**src/design/stpc_pkg.sv**
```systemverilog
// Shared types and constants for the spanning-tree configuration engine.
// No dependencies; every other design file imports this package.
package stpc_pkg;

  // Fixed field widths of the channels
  localparam int ID_W      = 8;
  localparam int DIST_W    = 8;
  localparam int PORT_W    = 3;
  localparam int MASK_W    = 8;
  localparam int CFG_IDX_W = 1;
  localparam int CFG_DAT_W = 8;

  // Defaults for the top-level parameters
  localparam int NUM_PORTS_DEF = 8;
  localparam int ID_WIDTH_DEF  = 8;

  localparam logic [DIST_W-1:0] DIST_MAX = '1;

  // Configuration register indexes
  typedef enum logic [CFG_IDX_W-1:0] {
    CFG_OWN_ID      = 1'b0,
    CFG_PORT_ENABLE = 1'b1
  } cfg_reg_e;

  // Request kinds
  typedef enum logic {
    REQ_RECEIVED  = 1'b0,
    REQ_ORIGINATE = 1'b1
  } req_kind_e;

  // One request item
  typedef struct packed {
    logic              req_type;
    logic [ID_W-1:0]   msg_root;
    logic [DIST_W-1:0] msg_distance;
    logic [ID_W-1:0]   msg_sender;
    logic [PORT_W-1:0] arrival_port;
  } req_t;

  // One result item
  typedef struct packed {
    logic              send_valid;
    logic [ID_W-1:0]   out_root;
    logic [DIST_W-1:0] out_distance;
    logic [ID_W-1:0]   out_sender;
    logic [MASK_W-1:0] send_port_mask;
    logic [MASK_W-1:0] designated_mask;
    logic [PORT_W-1:0] root_port;
    logic              root_port_valid;
  } res_t;

  // Register write toward the engine
  typedef struct packed {
    logic                 valid;
    logic [CFG_IDX_W-1:0] index;
    logic [CFG_DAT_W-1:0] data;
  } cfg_wr_t;

endpackage

```
**src/design/stpc_if.sv**
```systemverilog
// Valid/ready channel interfaces: request, result and register write.
// Depends on stpc_pkg for field widths.
interface stpc_req_if;
  import stpc_pkg::*;
  logic              valid;
  logic              ready;
  logic              req_type;
  logic [ID_W-1:0]   msg_root;
  logic [DIST_W-1:0] msg_distance;
  logic [ID_W-1:0]   msg_sender;
  logic [PORT_W-1:0] arrival_port;

  modport source (output valid, req_type, msg_root, msg_distance, msg_sender, arrival_port,
                  input ready);
  modport sink   (input valid, req_type, msg_root, msg_distance, msg_sender, arrival_port,
                  output ready);
endinterface

interface stpc_res_if;
  import stpc_pkg::*;
  logic              valid;
  logic              ready;
  logic              send_valid;
  logic [ID_W-1:0]   out_root;
  logic [DIST_W-1:0] out_distance;
  logic [ID_W-1:0]   out_sender;
  logic [MASK_W-1:0] send_port_mask;
  logic [MASK_W-1:0] designated_mask;
  logic [PORT_W-1:0] root_port;
  logic              root_port_valid;

  modport source (output valid, send_valid, out_root, out_distance, out_sender,
                  send_port_mask, designated_mask, root_port, root_port_valid,
                  input ready);
  modport sink   (input valid, send_valid, out_root, out_distance, out_sender,
                  send_port_mask, designated_mask, root_port, root_port_valid,
                  output ready);
endinterface

interface stpc_cfg_if;
  import stpc_pkg::*;
  logic                 valid;
  logic                 ready;
  logic [CFG_IDX_W-1:0] index;
  logic [CFG_DAT_W-1:0] data;

  modport source (output valid, index, data, input ready);
  modport sink   (input valid, index, data, output ready);
endinterface

```
**src/design/stpc_engine.sv**
```systemverilog
// Bridge state, configuration registers and the per-message decision logic.
// Depends on stpc_pkg; instantiated by stp_config_bpdu_processor.
module stpc_engine #(
  parameter int NumPorts = stpc_pkg::NUM_PORTS_DEF,
  parameter int IdWidth  = stpc_pkg::ID_WIDTH_DEF
) (
  input  logic             clk_i,
  input  logic             rst_ni,
  input  stpc_pkg::cfg_wr_t cfg_wr_i,
  input  logic             step_i,
  input  stpc_pkg::req_t   req_i,
  output stpc_pkg::res_t   res_o
);
  import stpc_pkg::*;

  // Identifiers never carry more than the channel width
  localparam int IdW = (IdWidth < ID_W) ? IdWidth : ID_W;

  logic [IdW-1:0]      own_id_q, own_id_d;
  logic [MASK_W-1:0]   port_en_q, port_en_d;
  logic [IdW-1:0]      best_root_q, best_root_d;
  logic [DIST_W-1:0]   best_dist_q, best_dist_d;
  logic [IdW-1:0]      best_sender_q, best_sender_d;
  logic [NumPorts-1:0] desig_q, desig_d;
  logic [PORT_W-1:0]   root_port_q, root_port_d;
  logic                has_rp_q, has_rp_d;

  logic [IdW-1:0]      mr, ms;
  logic [DIST_W:0]     md1;
  logic [DIST_W-1:0]   dist_sat;
  logic                port_ok, is_orig;
  logic                root_lower, root_eq, adopt, lose_tie, lose_own;
  logic [NumPorts-1:0] pbit, en_ports, smask;
  logic                send;

  // Message compares
  always_comb begin
    mr         = req_i.msg_root[IdW-1:0];
    ms         = req_i.msg_sender[IdW-1:0];
    md1        = (DIST_W+1)'(req_i.msg_distance) + (DIST_W+1)'(1);
    dist_sat   = md1[DIST_W] ? DIST_MAX : md1[DIST_W-1:0];
    is_orig    = (req_i.req_type == REQ_ORIGINATE);
    port_ok    = (NumPorts >= (1 << PORT_W)) || (int'(req_i.arrival_port) < NumPorts);
    pbit       = NumPorts'(1) << req_i.arrival_port;
    en_ports   = NumPorts'(port_en_q);
    root_lower = (mr < best_root_q);
    root_eq    = (mr == best_root_q);
    adopt      = root_lower
               || (root_eq && (md1 < (DIST_W+1)'(best_dist_q)))
               || (root_eq && (md1 == (DIST_W+1)'(best_dist_q)) && (ms < best_sender_q));
    // equal path through a higher sender, or a peer at our own distance
    lose_tie   = root_eq && (md1 == (DIST_W+1)'(best_dist_q)) && (ms > best_sender_q);
    lose_own   = root_eq && (req_i.msg_distance == best_dist_q) && (ms < own_id_q);
  end

  // Next state: register writes, then message updates
  always_comb begin
    own_id_d      = own_id_q;
    port_en_d     = port_en_q;
    best_root_d   = best_root_q;
    best_dist_d   = best_dist_q;
    best_sender_d = best_sender_q;
    desig_d       = desig_q;
    root_port_d   = root_port_q;
    has_rp_d      = has_rp_q;
    if (cfg_wr_i.valid) begin
      unique case (cfg_reg_e'(cfg_wr_i.index))
        CFG_OWN_ID: begin
          own_id_d      = cfg_wr_i.data[IdW-1:0];
          best_root_d   = cfg_wr_i.data[IdW-1:0];
          best_dist_d   = '0;
          best_sender_d = cfg_wr_i.data[IdW-1:0];
          desig_d       = '1;
          root_port_d   = '0;
          has_rp_d      = 1'b0;
        end
        CFG_PORT_ENABLE: begin
          port_en_d = cfg_wr_i.data;
        end
      endcase
    end else if (step_i && !is_orig && port_ok) begin
      if (adopt) begin
        best_root_d   = mr;
        best_sender_d = ms;
        root_port_d   = req_i.arrival_port;
        has_rp_d      = 1'b1;
        if (root_lower || (md1 < (DIST_W+1)'(best_dist_q))) begin
          best_dist_d = dist_sat;
        end
      end
      if (adopt || lose_tie || lose_own) begin
        desig_d = desig_q & ~pbit;
      end
    end
  end

  // Result view of the updated state
  always_comb begin
    send  = is_orig || (port_ok && adopt);
    smask = is_orig ? en_ports : (en_ports & ~pbit);
    res_o.send_valid      = send;
    res_o.out_root        = send ? ID_W'(best_root_d) : '0;
    res_o.out_distance    = send ? best_dist_d : '0;
    res_o.out_sender      = send ? ID_W'(own_id_q) : '0;
    res_o.send_port_mask  = send ? MASK_W'(smask) : '0;
    res_o.designated_mask = MASK_W'(desig_d);
    res_o.root_port       = root_port_d;
    res_o.root_port_valid = has_rp_d;
  end

  // State registers
  always_ff @(posedge clk_i or negedge rst_ni) begin
    if (!rst_ni) begin
      own_id_q      <= '0;
      port_en_q     <= '1;
      best_root_q   <= '0;
      best_dist_q   <= '0;
      best_sender_q <= '0;
      desig_q       <= '1;
      root_port_q   <= '0;
      has_rp_q      <= 1'b0;
    end else begin
      own_id_q      <= own_id_d;
      port_en_q     <= port_en_d;
      best_root_q   <= best_root_d;
      best_dist_q   <= best_dist_d;
      best_sender_q <= best_sender_d;
      desig_q       <= desig_d;
      root_port_q   <= root_port_d;
      has_rp_q      <= has_rp_d;
    end
  end

  // Without a root port the bridge is still its own root
  a_own_root: assert property (@(posedge clk_i) disable iff (!rst_ni)
    !has_rp_q |-> (best_root_q == own_id_q) && (best_dist_q == '0))
    else $error("no root port but root state is not own");

  // Identifier write restarts the tree state
  a_id_reinit: assert property (@(posedge clk_i) disable iff (!rst_ni)
    (cfg_wr_i.valid && (cfg_wr_i.index == CFG_OWN_ID)) |=> (desig_q == '1) && !has_rp_q)
    else $error("own_id write did not reinitialize state");

  // Originate leaves the tree state alone
  a_orig_hold: assert property (@(posedge clk_i) disable iff (!rst_ni)
    (step_i && is_orig && !cfg_wr_i.valid) |=>
      $stable(best_root_q) && $stable(best_dist_q) && $stable(best_sender_q)
      && $stable(desig_q) && $stable(has_rp_q))
    else $error("originate request changed state");

endmodule

```
**src/design/stp_config_bpdu_processor.sv**
```systemverilog
// Top level: request register, engine, result register and handshakes.
// Depends on stpc_pkg, stpc_if.sv interfaces and stpc_engine.
//
//  Channel | Role       | Transfer when          | Payload
//  req_i   | sink       | valid && ready         | req_type, msg_root/distance/sender, port
//  res_o   | source     | valid && ready         | send fields, designated mask, root port
//  cfg_i   | sink       | valid && ready         | index (own_id, port_enable), data
//
// One request per cycle unless res_o stalls; request and result are each registered.
// The decision and state update run when a held request meets a free result slot.
// Reset (rst_ni low, async): own_id 0, all ports enabled, bridge is its own root.
// A stalled result holds the result and any held request; cfg_i is always ready.
module stp_config_bpdu_processor #(
  parameter int NumPorts = stpc_pkg::NUM_PORTS_DEF,
  parameter int IdWidth  = stpc_pkg::ID_WIDTH_DEF
) (
  input logic        clk_i,
  input logic        rst_ni,
  stpc_req_if.sink   req_i,
  stpc_res_if.source res_o,
  stpc_cfg_if.sink   cfg_i
);
  import stpc_pkg::*;

  req_t    req_q;
  logic    req_vld_q;
  res_t    res_q, res_d;
  logic    res_vld_q;
  logic    fire;
  cfg_wr_t cfg_wr;

  // Work happens when the request register is full and the result slot frees up
  assign fire        = req_vld_q && (!res_vld_q || res_o.ready);
  assign req_i.ready = !req_vld_q || fire;
  assign cfg_i.ready = 1'b1;

  always_comb begin
    cfg_wr.valid = cfg_i.valid;
    cfg_wr.index = cfg_i.index;
    cfg_wr.data  = cfg_i.data;
  end

  // Request register
  always_ff @(posedge clk_i or negedge rst_ni) begin
    if (!rst_ni) begin
      req_vld_q <= 1'b0;
    end else if (req_i.ready) begin
      req_vld_q <= req_i.valid;
    end
  end

  always_ff @(posedge clk_i) begin
    if (req_i.valid && req_i.ready) begin
      req_q.req_type     <= req_i.req_type;
      req_q.msg_root     <= req_i.msg_root;
      req_q.msg_distance <= req_i.msg_distance;
      req_q.msg_sender   <= req_i.msg_sender;
      req_q.arrival_port <= req_i.arrival_port;
    end
  end

  stpc_engine #(
    .NumPorts (NumPorts),
    .IdWidth  (IdWidth)
  ) u_engine (
    .clk_i    (clk_i),
    .rst_ni   (rst_ni),
    .cfg_wr_i (cfg_wr),
    .step_i   (fire),
    .req_i    (req_q),
    .res_o    (res_d)
  );

  // Result register
  always_ff @(posedge clk_i or negedge rst_ni) begin
    if (!rst_ni) begin
      res_vld_q <= 1'b0;
    end else if (fire) begin
      res_vld_q <= 1'b1;
    end else if (res_o.ready) begin
      res_vld_q <= 1'b0;
    end
  end

  always_ff @(posedge clk_i) begin
    if (fire) begin
      res_q <= res_d;
    end
  end

  assign res_o.valid           = res_vld_q;
  assign res_o.send_valid      = res_q.send_valid;
  assign res_o.out_root        = res_q.out_root;
  assign res_o.out_distance    = res_q.out_distance;
  assign res_o.out_sender      = res_q.out_sender;
  assign res_o.send_port_mask  = res_q.send_port_mask;
  assign res_o.designated_mask = res_q.designated_mask;
  assign res_o.root_port       = res_q.root_port;
  assign res_o.root_port_valid = res_q.root_port_valid;

  // A processed request always leaves a result behind
  a_fire_result: assert property (@(posedge clk_i) disable iff (!rst_ni)
    fire |=> res_vld_q)
    else $error("processed request produced no result");

  // A waiting request is neither lost nor altered
  a_req_hold: assert property (@(posedge clk_i) disable iff (!rst_ni)
    (req_vld_q && !fire) |=> req_vld_q && $stable(req_q))
    else $error("pending request dropped or changed");

  // A result not taken stays put
  a_res_hold: assert property (@(posedge clk_i) disable iff (!rst_ni)
    (res_vld_q && !res_o.ready) |=> res_vld_q)
    else $error("result dropped while stalled");

endmodule
```
**src/flat_wrapper.sv**
```systemverilog
// flat-port wrapper written by rule: the top's interface ports become plain ports
module stp_config_bpdu_processor_flat import stpc_pkg::*;
#(
  parameter int NumPorts = stpc_pkg::NUM_PORTS_DEF,
  parameter int IdWidth  = stpc_pkg::ID_WIDTH_DEF
)
  (clk_i, rst_ni, req_i_valid, req_i_req_type, req_i_msg_root, req_i_msg_distance, req_i_msg_sender, req_i_arrival_port, req_i_ready, res_o_valid, res_o_send_valid, res_o_out_root, res_o_out_distance, res_o_out_sender, res_o_send_port_mask, res_o_designated_mask, res_o_root_port, res_o_root_port_valid, res_o_ready, cfg_i_valid, cfg_i_index, cfg_i_data, cfg_i_ready);
  stpc_req_if req_i_i ();
  stpc_res_if res_o_i ();
  stpc_cfg_if cfg_i_i ();
  input logic clk_i;
  input logic rst_ni;
  input wire logic [$bits(req_i_i.valid)-1:0] req_i_valid;
  input wire logic [$bits(req_i_i.req_type)-1:0] req_i_req_type;
  input wire logic [$bits(req_i_i.msg_root)-1:0] req_i_msg_root;
  input wire logic [$bits(req_i_i.msg_distance)-1:0] req_i_msg_distance;
  input wire logic [$bits(req_i_i.msg_sender)-1:0] req_i_msg_sender;
  input wire logic [$bits(req_i_i.arrival_port)-1:0] req_i_arrival_port;
  output wire logic [$bits(req_i_i.ready)-1:0] req_i_ready;
  output wire logic [$bits(res_o_i.valid)-1:0] res_o_valid;
  output wire logic [$bits(res_o_i.send_valid)-1:0] res_o_send_valid;
  output wire logic [$bits(res_o_i.out_root)-1:0] res_o_out_root;
  output wire logic [$bits(res_o_i.out_distance)-1:0] res_o_out_distance;
  output wire logic [$bits(res_o_i.out_sender)-1:0] res_o_out_sender;
  output wire logic [$bits(res_o_i.send_port_mask)-1:0] res_o_send_port_mask;
  output wire logic [$bits(res_o_i.designated_mask)-1:0] res_o_designated_mask;
  output wire logic [$bits(res_o_i.root_port)-1:0] res_o_root_port;
  output wire logic [$bits(res_o_i.root_port_valid)-1:0] res_o_root_port_valid;
  input wire logic [$bits(res_o_i.ready)-1:0] res_o_ready;
  input wire logic [$bits(cfg_i_i.valid)-1:0] cfg_i_valid;
  input wire logic [$bits(cfg_i_i.index)-1:0] cfg_i_index;
  input wire logic [$bits(cfg_i_i.data)-1:0] cfg_i_data;
  output wire logic [$bits(cfg_i_i.ready)-1:0] cfg_i_ready;
  assign req_i_i.valid = req_i_valid;
  assign req_i_i.req_type = req_i_req_type;
  assign req_i_i.msg_root = req_i_msg_root;
  assign req_i_i.msg_distance = req_i_msg_distance;
  assign req_i_i.msg_sender = req_i_msg_sender;
  assign req_i_i.arrival_port = req_i_arrival_port;
  assign req_i_ready = req_i_i.ready;
  assign res_o_valid = res_o_i.valid;
  assign res_o_send_valid = res_o_i.send_valid;
  assign res_o_out_root = res_o_i.out_root;
  assign res_o_out_distance = res_o_i.out_distance;
  assign res_o_out_sender = res_o_i.out_sender;
  assign res_o_send_port_mask = res_o_i.send_port_mask;
  assign res_o_designated_mask = res_o_i.designated_mask;
  assign res_o_root_port = res_o_i.root_port;
  assign res_o_root_port_valid = res_o_i.root_port_valid;
  assign res_o_i.ready = res_o_ready;
  assign cfg_i_i.valid = cfg_i_valid;
  assign cfg_i_i.index = cfg_i_index;
  assign cfg_i_i.data = cfg_i_data;
  assign cfg_i_ready = cfg_i_i.ready;
  stp_config_bpdu_processor #(.NumPorts(NumPorts), .IdWidth(IdWidth)) u_core (.clk_i(clk_i), .rst_ni(rst_ni), .req_i(req_i_i), .res_o(res_o_i), .cfg_i(cfg_i_i));
endmodule
```
**config.mk**
```make
export PLATFORM = sky130hd
export DESIGN_NAME = stp_config_bpdu_processor_flat
export DESIGN_NICKNAME = d
export VERILOG_FILES = /design/src/design/stpc_pkg.sv /design/src/design/stpc_if.sv /design/src/design/stpc_engine.sv /design/src/design/stp_config_bpdu_processor.sv /design/src/flat_wrapper.sv
export SDC_FILE = /design/constraint.sdc
export NUM_CORES = 1
export LEC_CHECK = 0
export ABC_AREA = 0
export BUFFER_PORTS_ARGS = -buffer_cell sky130_fd_sc_hd__buf_2
export CORE_MARGIN = 2
export CORE_UTILIZATION = 45
export DETAILED_ROUTE_END_ITERATION = 8
export GPL_TIMING_DRIVEN = 0
export PLACE_DENSITY_LB_ADDON = 0.3
export SLEW_MARGIN = 10
export SYNTH_ARGS = -nofsm -noshare
export SYNTH_HDL_FRONTEND = slang
export SYNTH_HIERARCHICAL = 1
export SYNTH_SLANG_ARGS = --single-unit
```
**constraint.sdc**
```tcl
create_clock -name clk_i -period 5.7 [get_ports clk_i]
set_input_delay 0.285 -clock clk_i [delete_from_list [all_inputs] [get_ports clk_i]]
set_output_delay 0.285 -clock clk_i [all_outputs]
set_load 0.01 [all_outputs]
```
=== Word-level counts from Yosys, hierarchy flattened ===
Cells that the tools add are included.

* Flip-flop bits (word level): 127
* Bits of input ports: 42
* Word-level logic and storage cells: 93

* Add/subtract/negate cells: 1
* $lt $le $gt $ge: 5
* Eq/ne operators: 4
* Shifts and indexed selects: 1
* Mux-type cells: 29
* Bitwise gates (word level): 4
* Reductions and logical operators: 26

{| class="wikitable"
|+ Operators by type and width
! cell !! count
|-
| two-way mux 8 bit || 19
|-
| less-than comparator 8 bit || 3
|-
| AND 8 bit || 2
|-
| equality test 8 bit || 2
|-
| two-way mux 3 bit || 4
|-
| adder 8 x 1 -> 9 bit, second input constant || 1
|-
| equality test 9 x 8 -> 1 bit || 1
|-
| logical AND 1 bit || 9
|-
| less-than comparator 9 x 8 -> 1 bit || 1
|-
| > comparator 8 bit || 1
|-
| logical OR 1 bit || 8
|-
| NOT 8 bit || 1
|-
| left shift 1 x 3 -> 8 bit, first input constant || 1
|-
| two-way mux 1 bit || 6
|-
| nonzero test 2 bit || 3
|-
| AND reduction 2 bit || 2
|-
| logical NOT 1 bit || 3
|-
| AND reduction 3 bit || 1
|-
| inequality test 2 bit, second input constant || 1
|-
| NOT 1 bit || 1
|}

=== Depth between registers and ports, before layout ===
Gate-level depths: netlist of the first run.

* Depth in word-level cells: 10
* Mapped depth: 13

=== Hierarchy ===
Netlist of the first run, hierarchy kept.

{| class="wikitable"
|+ By module, submodules not included
! module !! instances !! cells each !! area an instance (µm²) !! seq. area each (µm²)
|-
| stpc_engine || 1 || 436 || 3,881.2 || 1,321.3
|-
| stp_config_bpdu_processor || 1 || 83 || 2,307.2 || 2,242.2
|}

=== Worst setup path before layout of the first run ===
OpenSTA, ideal clock, no wires.

* Path type: reg-to-reg
* Start: reg u_core.res_vld_q (netlist: u_core/res_o.valid)
* End: reg u_core.res_q (netlist bit u_core/res_o.out_root[3]), data pin
* Library setup time: 158 ps
* Arrival: 3,056 ps
* Data required time: 5,542 ps
* Path slack: 2,486 ps
* Cell stages (with the launch flop): 9
* Clock period less this slack: 3,214 ps
* Path through: dfrtp_1 > nand2b_1 > and2_1 > nand2_1 > nor2_2 > nor2_1 > a21o_2 > buf_6 > a211oi_2

* Cells in the longest elaborated chain, start to end: 6

{| class="wikitable"
|+ Ends and longest elaborated chain
! element !! RTL line !! source
|-
| from (decl) || stp_config_bpdu_processor.sv:28 || <nowiki>logic res_vld_q;</nowiki>
|-
| from (signal assigned) || stp_config_bpdu_processor.sv:77 || <nowiki>res_vld_q <= 1'b0;</nowiki>
|-
| from (signal assigned) || stp_config_bpdu_processor.sv:79 || <nowiki>res_vld_q <= 1'b1;</nowiki>
|-
| from (signal assigned) || stp_config_bpdu_processor.sv:81 || <nowiki>res_vld_q <= 1'b0;</nowiki>
|-
| logical NOT 1 bit || stp_config_bpdu_processor.sv:33 || <nowiki>assign fire = req_vld_q && (!res_vld_q || res_o.ready);</nowiki>
|-
| logical OR 1 bit || stp_config_bpdu_processor.sv:33 ||
|-
| logical AND 1 bit || stp_config_bpdu_processor.sv:33 ||
|-
| via u_core.fire || stp_config_bpdu_processor.sv:29 || <nowiki>logic fire;</nowiki>
|-
| logical AND 1 bit || stpc_engine.sv:81 || <nowiki>end else if (step_i && !is_orig && port_ok) begin</nowiki>
|-
| two-way mux 8 bit || stpc_engine.sv:81 ||
|-
| two-way mux 8 bit || stpc_engine.sv:66 || <nowiki>if (cfg_wr_i.valid) begin</nowiki>
|-
| to (signal assigned) || stp_config_bpdu_processor.sv:87 || <nowiki>res_q <= res_d;</nowiki>
|-
| to (decl) || stp_config_bpdu_processor.sv:27 || <nowiki>res_t res_q, res_d;</nowiki>
|}

The timed path passes the listed nets, and every way through them passes these cells.
A chain may end at the register's enable or synchronous reset.

=== Worst setup path in the final report of the first run ===
* Start: reg u_core/req_q[14] (netlist bit)
* End: reg u_core.res_q (netlist bit u_core/res_o.out_root[2]), data pin

* Cells in the longest elaborated chain, start to end: 8
* Elaborated cells on any way between the ends: 12
* Those cells by class: add/sub: 1; order compare: 1; eq/ne: 1; mux: 3; reduce/logical: 6

{| class="wikitable"
|+ Ends and longest elaborated chain
! element !! RTL line !! source
|-
| from (decl) || stp_config_bpdu_processor.sv:25 || <nowiki>req_t req_q;</nowiki>
|-
| adder 8 x 1 -> 9 bit (*) || stpc_engine.sv:40 || <nowiki>md1 = (DIST_W+1)'(req_i.msg_distance) + (DIST_W+1)'(1);</nowiki>
|-
| less-than comparator 9 x 8 -> 1 bit or equality test 9 x 8 -> 1 bit (tied branches) || stpc_engine.sv:49, stpc_engine.sv:50 ||
|-
| logical AND 1 bit (on tied branches) || stpc_engine.sv:49, stpc_engine.sv:50 ||
|-
| logical OR 1 bit or logical AND 1 bit (tied branches) || stpc_engine.sv:49, stpc_engine.sv:50 ||
|-
| logical OR 1 bit (*) || stpc_engine.sv:50 || <nowiki>|| (root_eq && (md1 == (DIST_W+1)'(best_dist_q)) && (ms < best_sender_q));</nowiki>
|-
| two-way mux 8 bit || stpc_engine.sv:82 || <nowiki>if (adopt) begin</nowiki>
|-
| two-way mux 8 bit || stpc_engine.sv:81 ||
|-
| two-way mux 8 bit || stpc_engine.sv:66 ||
|}

Every way passes the cells marked *; elsewhere a longest branch is shown, timed or not.

==> qor.csv, run 1 <==
stage,metric,value,unit
clocking,cts_sinks,127,
worst_setup_path,critPathKind,flip-flop to flip-flop,
finish,seq_area,3560,µm²
floorplanning,die_height,121,µm
worst_setup_path,crit_slowest_cell,edfxtp_1,
yosys,ys_ff_latch,127,
yosys,syn_avg_cell_area,11.9,µm²
floorplanning,rows,42,
sta,finalHoldViolations,0,
yosys,netlist.area_leader.share,35.4,%
worst_setup_path,worst_ep_arrival_time,3540,ps
yosys,synth_xor_xnor_area_share,1.84,%
sta,final.setup.tns,0,ps
flow_run,max-cap-violations,0,
grt,track_usage,20.8,%
clocking,clk_pin_slew_worst_paths,60,ps
place,post-place-ws,2490,ps
pwr,sw_frac_of_total,29.1,%
worst_setup_path,cp_common_cell,nand3_1,
worst_setup_path,critPathLaunchType,flip-flop,
finish,syn2layout_area_growth,20.8,%
yosys,synthCells,519,
grt,grt_pass1_vias,4399,
yosys,synth_ff_type,edfxtp_1,
worst_setup_path,endpoint_kind,flip-flop,
sta,fin_skew,12.3,ps
sta,max_freq,300,MHz
drt,finalWirelength,14.6,mm
yosys,synth_warnings,6,
drt,post-route-drc-count,0,
finish,layout_common_cells,"90 x buf_2, 73 x edfxtp_1, 38 x dfrtp_1",
finish,fillers,1129,
floorplanning,ios,90,
worst_setup_path,crit_family,simple AND/OR/NAND/NOR gates,
place,place_congestion,0.865,
pwr,vdd_drop_max,0.228,mV
drt,vias,4464,
clocking,post-cts-setup-buffers,0,
worst_setup_path,worst-path-buf-inv,1,
finish,final_common_cell,buf_2,
sta,setup_viol,0,
yosys,syn-cell-area,6190,µm²
floorplanning,core_area,13300,µm²
finish,drive_gt1_share,29.6,%
sta,fin_ws,2370,ps
grt,grt-ovfl-total,0,
clocking,clk_latency,430,ps
clocking,clock-root-buffer,clkbuf_16,
clocking,cts_made_buffers,17,
sta,layout_min_cycle_time,3330,ps
yosys,syn-num-nets,593,
yosys,yosys-top-cells-area,"edfxtp_1 35%, dfrtp_1 15%, dfstp_2 6.8%, ha_1 6.5%, a211oi_1 2.3%",
worst_setup_path,crit_chain,nand3_2 -> nor2_1 -> nand3_1 -> xnor2_1 -> ha_1 -> nand3_1 -> nor3_1 -> nand4_1 -> o22ai_2 -> clkbuf_1 -> o21ai_0 -> a211oi_1,
sta,relSlewSlack,50.8,%
finish,layout.cells.non_filler,815,
pwr,cellPowerDensity,394,nW/µm²
finish,final_net_count,700,
worst_setup_path,critPathMaxStageDelay,470,ps
pwr,power.internal,2.08,mW
status,status,completed,
pwr,pwr-share-seq,40.9,%
yosys,synth_adder_area_share,6.47,%
sta,post-route-period-util,58.4,%
floorplanning,fp.dieW,121,µm
clocking,cts_max_level,4,
drt,first_iter_violations,324,
yosys,synth_edf_count,73,
pwr,pwr-share-comb,21.8,%
clocking,cts_tree,done,
finish,n_antenna_cell,0,
finish,top_register,u_core/req_q,
finish,largest_reg_flops,28,
clocking,ctsLongestPathBuffers,2,
pwr,p_sw,857,µW
worst_hold_path,min_path_type,input pin to flip-flop,
yosys,async_flop_share,42.5,%
place,portBuffers,86,
drt,drt_first_pass_iters,5,
pwr,p_leak,3.06,nW
yosys,yosysTopAreaCell,edfxtp_1,
grt,antenna_found_initial,0,
worst_setup_path,required,5910,ps
floorplanning,initial_core_util,46.4,%
pwr,clock_power_share,37.3,%
sta,tightest_slew,731,ps
yosys,synth_top_family_by_area,compound AO/OA/AOI/OAI gates,
place,placed_cells,782,
finish,multi_input_area,2340,µm²
worst_setup_path,reg2reg_slack,2370,ps
yosys,seq_area_frac_synth,57.6,%
yosys,yosys.area_share.simple,11.9,%
sta,rsz0062_at_grt,false,
yosys,synth_compound_area_share,16.0,%
grt,grt_max_degree,55,
yosys,muxShareOfSynthArea,1.62,%
worst_setup_path,cp_max_fo,10,
sta,drv_slew,0,
floorplanning,die-area,14700,µm²
grt,grt_first_pass_wirelength,22.9,mm
drt,wire_per_inst,17.9,µm
drt,viasPerCell,5.48,
drt,ant_nets,0,
place,dp_hpwl,10.6,mm
yosys,yosysUniqueCellTypes,65,
==> routing by layer <==
| layer | vias up | part of all wire (%) | wire [µm] | global-route usage (%) |
|---|---|---|---|---|
| met5 | - | 0 | 0 | 0 |
| met4 | 0 | 1.9 | 278 | 7.97 |
| met3 | 23 | 5.4 | 782 | 5.45 |
| met2 | 133 | 48 | 7010 | 33.5 |
| met1 | 2170 | 45 | 6540 | 27.1 |
| li1 | 2138 | - | - | - |
==> worst reg2reg max path, stage by stage (launching register included) <==
cell and delay [ps]:
edfxtp_1 470, nand3_2 140, nor2_1 170, nand3_1 110
xnor2_1 170, ha_1 310, nand3_1 130, nor3_1 300
nand4_1 200, o22ai_2 290, clkbuf_1 360, o21ai_0 150
a211oi_1 310
==> synth_stat cells (2+ instances only) <==
master / number
dfstp_2: 16
mux2_2: 8
nor4_1: 7
o21ai_1: 3
edfxtp_1: 73
buf_6: 2
xnor2_1: 6
o22ai_2: 2
nand2b_1: 14
nor3b_1: 6
o221a_2: 8
nand2_1: 20
xor2_1: 7
and2_1: 2
nor2_2: 3
a211oi_1: 19
a211oi_2: 4
clkbuf_1: 10
a21o_1: 6
nor2_1: 34
nor2b_1: 9
o21a_1: 8
buf_4: 4
o21ai_0: 24
ha_1: 32
nand3_1: 18
a21oi_1: 28
nand4_1: 3
o211ai_1: 3
a31oi_1: 17
dfrtp_1: 38
nor3_1: 12
inv_1: 36
buf_2: 5
clkbuf_2: 2
==> what timing repair did <==
item                      CTS  global route
hold buffers                0             1
resized for setup           0             0
hold endpoints to repair    0            38
==> worst paths after layout <==
kind                                                      startpoint                                           end  cells past startpoint
min in group asynchronous                                     rst_ni      u_core/u_engine/best_dist_q[1]$_DFF_PN0_                      2
worst min-delay path                           req_i_arrival_port[0]                     u_core/req_q[0]$_DFFE_PP_                      1
worst max register to register            u_core/req_q[14]$_DFFE_PP_            u_core/res_o.out_root[2]$_DFFE_PP_                     12
max in group asynchronous                                     rst_ni  u_core/u_engine/best_sender_q[1]$_DFFE_PN0P_                      2
worst max-delay path                      u_core/req_q[14]$_DFFE_PP_            u_core/res_o.out_root[2]$_DFFE_PP_                     12
worst min register to register  u_core/u_engine/desig_q[0]$_DFF_PN1_          u_core/u_engine/desig_q[0]$_DFF_PN1_                      2
==> power groups by stage <==
stage               clock, mW  sequential [mW]  combinational, mW
CTS                      1.12             1.20              0.638
global route             1.16             1.22              0.708
detailed placement          0             1.22              0.632
global placement            0             1.21              0.611
finish                   1.10             1.20              0.642
floorplan                   0             1.22              0.415
==> cells by family after synthesis <==
kind of cell             Yosys count
AND/OR/NAND/NOR                  138
other                              1
multiplexers                       9
buffers and inverters             61
adder cells (fa/ha/maj)           32
AO/OA/AOI/OAI                    138
XOR/XNOR                          13
flip-flops                       127
==> through the flow <==
| step | util (%) | hold slack, ps | cell area (µm²) | power, mW |
|---|---|---|---|---|
| 2_1_floorplan | - | -10.6 | 6190 | 1.64 |
| 3_3_place_gp | 51.2 | 463 | 6840 | 1.83 |
| 3_5_place_dp | 51.4 | 463 | 6860 | 1.85 |
| 4_1_cts | 55.9 | 17.3 | 7460 | 2.96 |
| 5_1_grt | 56.0 | 13.8 | 7480 | 3.08 |
| 6_report | 56.0 | 28.7 | 7480 | 2.94 |
==> final cells by class <==
| type | instances | area share (%) |
|---|---|---|
| clock buffer | 18 | 5.87 |
| sequential | 127 | 47.7 |
| buffer | 24 | 1.94 |
| timing repair buffer | 88 | 6.19 |
| inverter | 37 | 1.86 |
| multi-input combinational | 331 | 31.3 |
| clock inverter | 14 | 2.19 |
| tap | 176 | 2.95 |
Note: power is estimated with default switching activity, not from simulation.
==> run 2: changes to the inputs <==
Clock period 5.7 ns to 3.2 ns, I/O delays scaled along.
==> qor.csv, run 2 (synthesis results as in run 1) <==
stage,metric,value,unit
status,status,completed,
finish,drive_gt1_share,30.9,%
finish,final_net_count,738,
floorplanning,rows,42,
finish,layout_common_cells,"90 x buf_2, 73 x edfxtp_1, 38 x dfrtp_1",
pwr,cellPowerDensity,682,nW/µm²
drt,ant_nets,0,
worst_setup_path,crit_slowest_cell,edfxtp_1,
worst_hold_path,holdCritStartpoint,cfg_i_data[1],
grt,track_usage,22.1,%
grt,grt_max_degree,55,
place,place_congestion,0.901,
pwr,power.internal,3.86,mW
drt,wl_met2,7.43,mm
flow_run,max-cap-violations,0,
drt,first_iter_violations,393,
worst_hold_path,min_path_type,input pin to flip-flop,
finish,final_area,7950,µm²
drt,dr_wl_met3,1.11,mm
clocking,cts_tree,done,
place,portBuffers,86,
finish,fillers,1078,
finish,syn2layout_area_growth,28.4,%
pwr,clock_power_share,38.0,%
sta,hold_ws,27.0,ps
clocking,cts_made_buffers,17,
sta,fin_ws,123,ps
sta,final.setup.tns,0,ps
worst_setup_path,critPathLaunchType,flip-flop,
drt,viasPerCell,5.51,
floorplanning,fp.dieW,121,µm
drt,wire_per_inst,18.1,µm
place,placed_cells,781,
floorplanning,initial_core_util,46.4,%
grt,grt_first_pass_wirelength,24.4,mm
pwr,p_leak,3.25,nW
worst_setup_path,worst-path-buf-inv,1,
drt,wl_met1,6.61,mm
floorplanning,die_height,121,µm
worst_hold_path,holdPathEnd,u_core/u_engine/own_id_q[1]$_DFFE_PN0P_,
clocking,cts_max_level,4,
sta,finalHoldViolations,0,
pwr,p_sw,1.56,mW
place,dp_hpwl,10.5,mm
worst_setup_path,reg2reg_slack,120,ps
worst_setup_path,required,3440,ps
finish,final_common_cell,buf_2,
drt,top_layer,met4,
worst_setup_path,rr_endpoint,u_core/res_o.out_root[2]$_DFFE_PP_,
sta,max_freq,325,MHz
worst_setup_path,cp_max_fo,10,
place,post-place-ws,-204,ps
floorplanning,core_area,13300,µm²
worst_setup_path,critPathKind,flip-flop to flip-flop,
worst_setup_path,cp_common_cell,nand3_1,
sta,tightest_slew,872,ps
sta,fin_skew,11.2,ps
sta,layout_min_cycle_time,3080,ps
drt,finalWirelength,15.5,mm
sta,drv_slew,0,
pwr,pwr-share-comb,22.6,%
finish,layout.cells.non_filler,854,
clocking,clock-root-buffer,clkbuf_16,
drt,post-route-drc-count,0,
pwr,total_power,5.42,mW
worst_setup_path,endpoint_kind,flip-flop,
worst_setup_path,r2r_start,u_core/req_q[11]$_DFFE_PP_,
place,placed_area,6840,µm²
finish,top_register,u_core/req_q,
sta,relSlewSlack,41.2,%
drt,vias,4709,
worst_setup_path,r2r_cells,12,
floorplanning,die-area,14700,µm²
clocking,clk_pin_slew_worst_paths,60,ps
worst_hold_path,hold_depth,3,
pwr,pwr-share-seq,39.4,%
sta,post-route-period-util,96.2,%
finish,final_util,59.5,%
worst_setup_path,crit_family,simple AND/OR/NAND/NOR gates,
pwr,sw_frac_of_total,28.8,%
clocking,cts_sinks,127,
floorplanning,ios,90,
drt,drt_first_pass_iters,4,
clocking,clk_latency,430,ps
grt,antenna_found_initial,0,
sta,setup_viol,0,
worst_setup_path,worst_ep_arrival_time,3320,ps
worst_setup_path,crit_chain,nand2_1 -> nor2_1 -> nand3_1 -> xnor2_1 -> ha_1 -> nand3_1 -> nor3_2 -> nand4_1 -> o22ai_4 -> buf_4 -> o21ai_0 -> a211oi_2,
worst_setup_path,critPathMaxStageDelay,460,ps
finish,largest_reg_flops,28,
grt,grt_pass1_vias,4619,
clocking,ctsLongestPathBuffers,2,
pwr,vdd_drop_max,0.470,mV
grt,grt-ovfl-total,0,
==> run 2: changes by cell type in the layout (fill, tap and decap cells not counted), moves of 2 or more <==
cell	delta
dlygate4sd3_1	+29
nor3_2	+2
a211oi_1	-5
buf_4	+11
clkinv_2	-2
nor3_1	-2
a211oi_2	+5
o22ai_2	-2
o22ai_4	+2
==> run 2: repair_timing <==
action	CTS	global route
gates resized for setup	2	18
pin swaps	0	3
buffers inserted	0	10
endpoints found under the setup margin	36	52
hold buffers	29	1
hold endpoints to repair	29	38
==> run 2: area by class of cell <==
| type | count | area, µm² | area share (%) |
|---|---|---|---|
| clock inverter | 12 | 180 | 2.27 |
| buffer | 24 | 149 | 1.87 |
| timing repair buffer | 126 | 808 | 10.2 |
| clock buffer | 20 | 457 | 5.75 |
| antenna | 1 | 2.50 | 0.0315 |
| tap | 176 | 220 | 2.77 |
| inverter | 37 | 139 | 1.75 |
| sequential | 127 | 3560 | 44.8 |
| multi-input combinational | 331 | 2430 | 30.6 |
==> run 2: power groups by stage <==
stage                     combinational [mW]  sequential [mW]  clock [mW]
after CTS                               1.17             2.14        2.10
after global routing                    1.35             2.17        2.17
final                                   1.23             2.14        2.06
after floorplan                        0.740             2.18           0
after detailed placement                1.13             2.16           0
after global placement                  1.09             2.16           0
==> run 2: worst register-to-register path, cell delays in order, from the launching register on <==
cell and delay (ps):
edfxtp_1 460, nand2_1 80, nor2_1 180, nand3_1 120
xnor2_1 180, ha_1 310, nand3_1 160, nor3_2 200
nand4_1 230, o22ai_4 300, buf_4 240, o21ai_0 160
a211oi_2 280
==> run 2: how the worst max path moves through the flow <==
stage | start | endpoint | slack [ps] | cells after the start
global route | u_core/req_q[11]$_DFFE_PP_ | u_core/res_o.out_root[2]$_DFFE_PP_ | -10 | 11
detailed placement | u_core/res_o.valid$_DFFE_PN0P_ | u_core/res_o.out_root[5]$_DFFE_PP_ | -200 | 8
CTS | u_core/req_q[12]$_DFFE_PP_ | u_core/res_o.out_root[2]$_DFFE_PP_ | -100 | 11
global placement | u_core/req_q[14]$_DFFE_PP_ | u_core/res_o.out_root[2]$_DFFE_PP_ | -90 | 12
floorplan | u_core/req_q[13]$_DFFE_PP_ | u_core/res_o.root_port[1]$_DFFE_PP_ | 470 | 13
finish | u_core/req_q[11]$_DFFE_PP_ | u_core/res_o.out_root[2]$_DFFE_PP_ | 120 | 12
==> run 2: layer usage <==
| layer | track usage [%] | up-vias |
|---|---|---|
| met5 | 0 | - |
| met4 | 9.48 | 0 |
| met3 | 5.40 | 29 |
| met2 | 34.9 | 198 |
| met1 | 29.2 | 2264 |
| li1 | - | 2218 |
